--- src/rtl/core/imu_frame_sync_checksum_parser_unit_assert.svh ---
// Assertion macros shared by the parser RTL.
// Both expect clk_i to be visible at the point of use; IFSC_ASSERT also expects rst_ni.
`ifndef IMU_FRAME_SYNC_CHECKSUM_PARSER_UNIT_ASSERT_SVH
`define IMU_FRAME_SYNC_CHECKSUM_PARSER_UNIT_ASSERT_SVH

// Check a property on every clock edge outside reset.
`define IFSC_ASSERT(lbl, prop, msg) \
  lbl: assert property (@(posedge clk_i) disable iff (!rst_ni) prop) else $error(msg);

// Check a property on every clock edge, reset included.
`define IFSC_ASSERT_ALWAYS(lbl, prop, msg) \
  lbl: assert property (@(posedge clk_i) prop) else $error(msg);

`endif

--- src/rtl/core/ifsc_pkg.sv ---
package ifsc_pkg;

  localparam int unsigned PayloadLen = 20;
  localparam int unsigned ValueCount = 10;
  localparam int unsigned IdxW       = $clog2(PayloadLen + 1);
  localparam int unsigned CountW     = 16;
  localparam int unsigned ProdW      = 28;
  localparam int unsigned OutDataW   = 264;

  localparam logic [7:0] HdrFirst  = 8'h7F;
  localparam logic [7:0] HdrSecond = 8'h80;

  localparam int unsigned FifoDepth = 2;
  localparam int unsigned FifoPtrW  = $clog2(FifoDepth);
  localparam int unsigned FifoCntW  = $clog2(FifoDepth + 1);

  // Full-scale factor per value: accel x3, rate x3, angle x3, temperature.
  localparam logic signed [11:0] ScaleTab [ValueCount] = '{
    12'sd20, 12'sd20, 12'sd20, 12'sd1260, 12'sd1260, 12'sd1260,
    12'sd360, 12'sd360, 12'sd360, 12'sd200
  };

  typedef struct packed {
    logic [PayloadLen-1:0][7:0] payload;
    logic [CountW-1:0]          count;
  } ifsc_frame_t;

  typedef struct packed {
    logic full;
    logic empty;
  } ifsc_fifo_status_t;

endpackage

--- src/rtl/core/ifsc_front.sv ---
module ifsc_front (
  input  logic                 clk_i,
  input  logic                 rst_ni,
  input  logic                 in_valid_i,
  output logic                 in_ready_o,
  input  logic [7:0]           rx_byte_i,
  input  logic                 chunk_end_i,
  input  ifsc_pkg::ifsc_fifo_status_t fifo_status_i,
  output logic                 push_o,
  output ifsc_pkg::ifsc_frame_t frame_o
);
  import ifsc_pkg::*;

  localparam logic [1:0] PhHunt  = 2'd0;
  localparam logic [1:0] PhHdr1  = 2'd1;
  localparam logic [1:0] PhData  = 2'd2;
  localparam logic [1:0] PhCheck = 2'd3;

  logic [1:0]        phase_q, phase_d;
  logic [IdxW-1:0]   idx_q, idx_d;
  logic [7:0]        sum_q, sum_d;
  logic [CountW-1:0] cnt_q, cnt_d;
  logic [7:0]        store_q [PayloadLen];
  logic              accept;
  logic              good;

  assign in_ready_o = !fifo_status_i.full;
  assign accept     = in_valid_i && in_ready_o;

  always_comb begin
    phase_d = phase_q;
    idx_d   = idx_q;
    sum_d   = sum_q;
    cnt_d   = cnt_q;
    good    = 1'b0;
    if (accept) begin
      unique case (phase_q)
        PhHunt: begin
          if (rx_byte_i == HdrFirst) phase_d = PhHdr1;
        end
        PhHdr1: begin
          if (rx_byte_i == HdrSecond) begin
            phase_d = PhData;
            idx_d   = '0;
            sum_d   = '0;
          end else if (rx_byte_i != HdrFirst) begin
            phase_d = PhHunt;
          end
        end
        PhData: begin
          sum_d = sum_q + rx_byte_i;
          idx_d = idx_q + 1'b1;
          if (idx_q == IdxW'(PayloadLen - 1)) phase_d = PhCheck;
        end
        PhCheck: begin
          if (rx_byte_i == ~sum_q) begin
            good  = 1'b1;
            cnt_d = cnt_q + 1'b1;
          end
          phase_d = PhHunt;
          idx_d   = '0;
          sum_d   = '0;
        end
        default: phase_d = PhHunt;
      endcase
      // Drop any partial frame at the end of a chunk.
      if (chunk_end_i) begin
        phase_d = PhHunt;
        idx_d   = '0;
        sum_d   = '0;
      end
    end
  end

  always_ff @(posedge clk_i or negedge rst_ni) begin
    if (!rst_ni) begin
      phase_q <= PhHunt;
      idx_q   <= '0;
      sum_q   <= '0;
      cnt_q   <= '0;
    end else begin
      phase_q <= phase_d;
      idx_q   <= idx_d;
      sum_q   <= sum_d;
      cnt_q   <= cnt_d;
    end
  end

  always_ff @(posedge clk_i) begin
    if (accept && phase_q == PhData) begin
      store_q[idx_q] <= rx_byte_i;
    end
  end

  always_comb begin
    for (int i = 0; i < PayloadLen; i++) begin
      frame_o.payload[i] = store_q[i];
    end
    frame_o.count = cnt_d;
  end

  assign push_o = good;

  `include "imu_frame_sync_checksum_parser_unit_assert.svh"

  `IFSC_ASSERT(a_idx_full_at_check, (phase_q == PhCheck) |-> (idx_q == IdxW'(PayloadLen)), "checksum phase without full payload")
  `IFSC_ASSERT(a_idx_bound, idx_q <= IdxW'(PayloadLen), "payload index out of range")
  `IFSC_ASSERT(a_hunt_clear, (phase_q == PhHunt || phase_q == PhHdr1) |-> (idx_q == '0 && sum_q == '0), "stale index or sum while hunting")
  `IFSC_ASSERT(a_count_step, push_o |=> (cnt_q == $past(cnt_q) + 1'b1), "frame count did not advance")

endmodule

--- src/rtl/core/ifsc_fifo.sv ---
module ifsc_fifo (
  input  logic                          clk_i,
  input  logic                          rst_ni,
  input  logic                          push_i,
  input  ifsc_pkg::ifsc_frame_t         wdata_i,
  input  logic                          pop_i,
  output ifsc_pkg::ifsc_frame_t         rdata_o,
  output ifsc_pkg::ifsc_fifo_status_t   status_o
);
  import ifsc_pkg::*;

  ifsc_frame_t         mem_q [FifoDepth];
  logic [FifoPtrW-1:0] wr_ptr_q, rd_ptr_q;
  logic [FifoCntW-1:0] cnt_q;

  function automatic logic [FifoPtrW-1:0] ptr_next(input logic [FifoPtrW-1:0] p);
    ptr_next = (p == FifoPtrW'(FifoDepth - 1)) ? '0 : p + 1'b1;
  endfunction

  assign status_o.full  = (cnt_q == FifoCntW'(FifoDepth));
  assign status_o.empty = (cnt_q == '0);
  assign rdata_o        = mem_q[rd_ptr_q];

  always_ff @(posedge clk_i or negedge rst_ni) begin
    if (!rst_ni) begin
      wr_ptr_q <= '0;
      rd_ptr_q <= '0;
      cnt_q    <= '0;
    end else begin
      if (push_i) wr_ptr_q <= ptr_next(wr_ptr_q);
      if (pop_i)  rd_ptr_q <= ptr_next(rd_ptr_q);
      if (push_i && !pop_i) begin
        cnt_q <= cnt_q + 1'b1;
      end else if (pop_i && !push_i) begin
        cnt_q <= cnt_q - 1'b1;
      end
    end
  end

  always_ff @(posedge clk_i) begin
    if (push_i) mem_q[wr_ptr_q] <= wdata_i;
  end

  `include "imu_frame_sync_checksum_parser_unit_assert.svh"

  `IFSC_ASSERT(a_no_overflow, push_i |-> !status_o.full, "push into full queue")
  `IFSC_ASSERT(a_no_underflow, pop_i |-> !status_o.empty, "pop from empty queue")
  `IFSC_ASSERT(a_cnt_bound, cnt_q <= FifoCntW'(FifoDepth), "queue count out of range")
  `IFSC_ASSERT(a_cnt_ptr, (cnt_q == '0 || cnt_q == FifoCntW'(FifoDepth)) |-> (wr_ptr_q == rd_ptr_q), "queue pointers disagree with count")

endmodule

--- src/rtl/core/ifsc_back.sv ---
module ifsc_back (
  input  logic                        clk_i,
  input  logic                        rst_ni,
  input  ifsc_pkg::ifsc_fifo_status_t fifo_status_i,
  input  ifsc_pkg::ifsc_frame_t       frame_i,
  output logic                        pop_o,
  output logic                        out_valid_o,
  input  logic                        out_ready_i,
  output logic [ifsc_pkg::OutDataW-1:0] out_data_o
);
  import ifsc_pkg::*;

  logic signed [15:0]    raw  [ValueCount];
  logic signed [ProdW-1:0] prod [ValueCount];
  logic                  valid_q;
  logic [OutDataW-1:0]   data_q, data_d;
  logic                  load;

  // Scale each little-endian value by its full-scale factor (Q.15 result).
  always_comb begin
    for (int k = 0; k < ValueCount; k++) begin
      raw[k]  = {frame_i.payload[2*k+1], frame_i.payload[2*k]};
      prod[k] = raw[k] * ScaleTab[k];
    end
  end

  assign data_d = {5'b0, frame_i.count,
                   prod[9][23:0], prod[8][24:0], prod[7][24:0], prod[6][24:0],
                   prod[5][26:0], prod[4][26:0], prod[3][26:0],
                   prod[2][20:0], prod[1][20:0], prod[0][20:0]};

  assign load  = !fifo_status_i.empty && (!valid_q || out_ready_i);
  assign pop_o = load;

  always_ff @(posedge clk_i or negedge rst_ni) begin
    if (!rst_ni) begin
      valid_q <= 1'b0;
    end else if (load) begin
      valid_q <= 1'b1;
    end else if (out_ready_i) begin
      valid_q <= 1'b0;
    end
  end

  always_ff @(posedge clk_i) begin
    if (load) data_q <= data_d;
  end

  assign out_valid_o = valid_q;
  assign out_data_o  = data_q;

endmodule

--- src/rtl/core/imu_frame_sync_checksum_parser_unit.sv ---
// Frame parser for a serial inertial sensor link.
// Input channel (s_axis): one received byte per item in tdata, tlast set on
// the last byte of a received chunk. The parser hunts for the header bytes
// 0x7F, 0x80 at any byte position, collects 20 payload bytes and checks the
// next byte against the inverted 8-bit payload sum.
// Output channel (m_axis): one item per good frame with ten scaled values
// and the running good-frame count. Bad frames and chunk ends emit nothing.
// Throughput: one byte per cycle; the front end takes a byte every cycle
// while the two-entry frame queue has room.
// Path: the queue is written at the edge that accepts the checksum byte;
// the scaling multipliers then load the output register from the queue
// head, which drives the result item.
// Reset: the parser returns to header hunt, the frame count clears and the
// queue and output register empty.
// Stall: while m_axis_tready_i is low the output item holds; up to two more
// good frames wait in the queue, and only with the queue full does
// s_axis_tready_o drop.
module imu_frame_sync_checksum_parser_unit (
  input  logic                          clk_i,
  input  logic                          rst_ni,
  input  logic                          s_axis_tvalid_i,
  output logic                          s_axis_tready_o,
  input  logic [7:0]                    s_axis_tdata_i,  // [7:0] rx_byte
  input  logic                          s_axis_tlast_i,  // chunk_end
  output logic                          m_axis_tvalid_o,
  input  logic                          m_axis_tready_i,
  // [20:0] accel_x, [41:21] accel_y, [62:42] accel_z, [89:63] rate_x,
  // [116:90] rate_y, [143:117] rate_z, [168:144] roll_angle,
  // [193:169] pitch_angle, [218:194] heading_angle,
  // [242:219] sensor_temperature, [258:243] frame_count, [263:259] zero
  output logic [ifsc_pkg::OutDataW-1:0] m_axis_tdata_o
);
  import ifsc_pkg::*;

  ifsc_fifo_status_t fifo_status;
  ifsc_frame_t       push_frame;
  ifsc_frame_t       head_frame;
  logic              push;
  logic              pop;

  ifsc_front u_front (
    .clk_i         (clk_i),
    .rst_ni        (rst_ni),
    .in_valid_i    (s_axis_tvalid_i),
    .in_ready_o    (s_axis_tready_o),
    .rx_byte_i     (s_axis_tdata_i),
    .chunk_end_i   (s_axis_tlast_i),
    .fifo_status_i (fifo_status),
    .push_o        (push),
    .frame_o       (push_frame)
  );

  ifsc_fifo u_fifo (
    .clk_i    (clk_i),
    .rst_ni   (rst_ni),
    .push_i   (push),
    .wdata_i  (push_frame),
    .pop_i    (pop),
    .rdata_o  (head_frame),
    .status_o (fifo_status)
  );

  ifsc_back u_back (
    .clk_i         (clk_i),
    .rst_ni        (rst_ni),
    .fifo_status_i (fifo_status),
    .frame_i       (head_frame),
    .pop_o         (pop),
    .out_valid_o   (m_axis_tvalid_o),
    .out_ready_i   (m_axis_tready_i),
    .out_data_o    (m_axis_tdata_o)
  );

endmodule
--- config.mk ---
export PLATFORM = sky130hd
export DESIGN_NAME = imu_frame_sync_checksum_parser_unit
export DESIGN_NICKNAME = d
export VERILOG_FILES = /design/src/rtl/core/ifsc_pkg.sv /design/src/rtl/core/ifsc_front.sv /design/src/rtl/core/ifsc_fifo.sv /design/src/rtl/core/ifsc_back.sv /design/src/rtl/core/imu_frame_sync_checksum_parser_unit.sv
export VERILOG_INCLUDE_DIRS = /design/src /design/src/rtl/core
export SDC_FILE = /design/constraint.sdc
export NUM_CORES = 2
export LEC_CHECK = 0
export ABC_AREA = 0
export BUFFER_PORTS_ARGS = -buffer_cell sky130_fd_sc_hd__buf_2
export CORE_MARGIN = 8
export CORE_UTILIZATION = 51
export DETAILED_ROUTE_END_ITERATION = 16
export HOLD_SLACK_MARGIN = 0.08
export PLACE_DENSITY_LB_ADDON = 0.08
export SETUP_SLACK_MARGIN = 0.2
export SKIP_CTS_REPAIR_TIMING = 1
export SLEW_MARGIN = 30
export SYNTH_ARGS = -nofsm -noshare
export SYNTH_HDL_FRONTEND = slang
export SYNTH_HIERARCHICAL = 1
export SYNTH_SLANG_ARGS = --single-unit
--- constraint.sdc ---
create_clock -name clk_i -period 16.2 [get_ports clk_i]
set_clock_uncertainty 0.05 [all_clocks]
set_input_delay 1.62 -clock clk_i [delete_from_list [all_inputs] [get_ports clk_i]]
set_output_delay 1.62 -clock clk_i [all_outputs]
set_load 0.02 [all_outputs]
==> impl_results.md <==
* # fillers at 7742
* Mapped Cells at 3514
* Syn avg cell area at 13.55 µm²
* Fraction of layout instances using a drive strength above 1 at 15.56%
* Clock Root Buffer: clkbuf_16
* Share of the synthesized area in the top cell type at 47.11%
* Final setup viols at 0
* ANT cells at 0
* Routed vias at 26127
* Critical path type: flip-flop to flip-flop
* Die Y at 321.6 µm
* Die width at 321.6 µm
* Hpwl dp at 67.86 mm
* Total GRT Usage at 18.28%
* # DRC at 0
* Synth top area cells: edfxtp_1 (47%), ha_1 (14%), fa_1 (12%), inv_1 (5.4%), mux2_4 (4.1%)
* Slew HR at 37.41%
* First-pass GRT wire length at 149.5 mm
* Peak Freq at 141.4 MHz
* Ys async rst share at 4.598%
* Origin of the worst min-delay path: u_front/store_q[8][0]
* Routability congestion estimate at 0.8225
* FF-to-FF End: u_back/out_data_o[116]
* Slew Viols, Final at 0
* I/O Pins at 279
* Syn-to-layout area delta at 11.20%
* Register bit total from synthesis at 783
* DRT Wirelength at 94.15 mm
* Total die area at 103400 µm²
* DP Worst Slack at 9.044 ns
* Min cycle time layout at 7.071 ns
* Commonest non-fill, non-tap cells in the layout: edfxtp_1 (747), inv_1 (685), ha_1 (536), fa_1 (276), buf_2 (248)
* Clk sinks at 783
* Mapped Area at 47620 µm²
* FF-to-FF path depth at 19
* Measured slew at the worst slew-check pin at 0.9354 ns
* WL/cell at 18.24 µm
* Yosys warns at 6
* RSZ-0062 raised after global routing: false
* Worst Slack Setup Final at 9.129 ns
* Iteration-0 DRC Markers at 1560
* CP Capture Type: flip-flop
* Max-cap viol count at 0
* DRT Pass-1 Iters at 5
* Data required, critical path at 16.53 ns
* Nets@finish at 4667
* Crit path launch type: flip-flop
* CTS clock-pin slew for the worst setup and hold paths at 0.06 ns
* Period utilization at 43.65%
* DR vias/cell at 5.062
* Critical R2R Launch: u_fifo/rd_ptr_q
* Setup total negative slack at 0 ns
* Total CTS buffers at 86
* Largest net degree at the start of global routing at 70
* Worst Hold End: u_fifo/mem_q[1][80]
* Yosys top cell by area: edfxtp_1
* Crit Path Max Fanout at 47
* WP data arrival at 7.40 ns
* Antenna violations before repair at 7
* Outcome: completed
* DP Area at 50270 µm²
* Final-report hold violation count at 0
* Effective utilization at floorplan at 51.25%
* Clock buffer depth at 3
* Worst skew pair latency at 0.65 ns
* # rows at 112
* Most used DFF post-synth: edfxtp_1
* Post-route ant nets at 0
* Hold path depth at 0
* Vias in the first global route at 27129
* Distinct cell type count of the synthesized netlist at 82
* # port buffers at 249
* H-tree lvl count at 3
* Post-synth EDFFs at 747
* HP Class: flip-flop to flip-flop
* Core Region at 92910 µm²
* CTS tree: done
* Post-synthesis sequential area ratio at 49.00%
* Finished Cell Area at 52950 µm²
* R2R Setup Slk at 9.13 ns
* Total grt overflow at 0
* Most common cell after layout, fill and taps aside: edfxtp_1
-- stage by stage --
step                utilization, %  std cells  hold WS (ns)
finish                       56.99       5161        0.3765
global route                 56.99       5161        0.3864
CTS                          56.99       5161        0.3809
detailed placement           54.11       5008        0.3790
global placement             54.11       5008        0.3719
floorplan                        -       3542        0.3715
-- cells in the mapped netlist (all sizes together) (52+ instances only) --
master,n
nand2,62
mux2,178
edfxtp,747
buf,52
a21oi,119
ha,536
a21o,61
o21ai,88
xor2,57
nor2,100
inv,685
fa,276
xnor2,140
-- cell families (layout without fill, tap and decap cells) --
logic type	count (synthesis)	after routing	share of synthesized area, %
adder cells (fa/ha/maj)	812	812	25.69
flip-flops	783	783	49.00
buffers and inverters	743	1108	6.361
AO/OA/AOI/OAI	435	435	6.051
AND/OR/NAND/NOR	356	356	3.849
XOR/XNOR	197	197	3.623
multiplexers	187	187	5.423
other	1	29	0.007875
-- per-layer routing --
metal,routed length [µm],up-vias,track usage (%)
met5,0,-,0
met4,1523,0,4.120
met3,4808,95,3.403
met2,42950,438,29.42
met1,44870,12791,25.84
li1,-,12803,-
-- cell type report --
class                      instances  area (µm²)  area share, %
sequential                       783       23340          44.07
multi-input combinational       2016       21390          40.40
inverter                         685        2571          4.856
clock buffer                     106        2258          4.265
tap                             1254        1569          2.963
timing repair buffer             270        1410          2.663
clock inverter                    47       415.4         0.7845
-- worst max-delay path by stage --
stage	slack (ns)	to	cells after the start	start
floorplan	1.87	u_fifo/cnt_q[1]	6	m_axis_tready_i
global placement	9.10	u_back/out_data_o[116]	19	u_fifo/rd_ptr_q
detailed placement	9.04	u_back/out_data_o[116]	19	u_fifo/rd_ptr_q
CTS	9.06	u_back/out_data_o[116]	19	u_fifo/rd_ptr_q
global route	8.79	u_back/out_data_o[116]	19	u_fifo/rd_ptr_q
finish	9.13	u_back/out_data_o[116]	19	u_fifo/rd_ptr_q
-- sequential cells by signal, summed over array words and instances (netlist names), 2 cells and up --
register,cells
u_fifo/cnt_q,2
u_back/out_data_o,235
u_front/phase_q,2
u_front/store_q,160
u_front/idx_q,5
u_front/sum_q,8
u_fifo/mem_q,352
u_front/cnt_q,16
-- critical path: stages (launching register included) --
cell	delay [ns]
dfrtp_4	1.01
buf_4	0.78
mux2_4	0.45
ha_1	0.36
fa_1	0.51
inv_1	0.05
fa_1	0.47
fa_1	0.54
inv_1	0.05
fa_1	0.49
inv_1	0.04
ha_1	0.37
a21o_1	0.18
a21o_1	0.16
a21oi_1	0.19
nand3_1	0.10
a311o_1	0.38
a311oi_1	0.28
o31a_1	0.16
xnor2_1	0.06
Power is left out: the tool's default activity adds up to more than one toggle a clock period on the data nets, which glitch-free logic cannot reach.
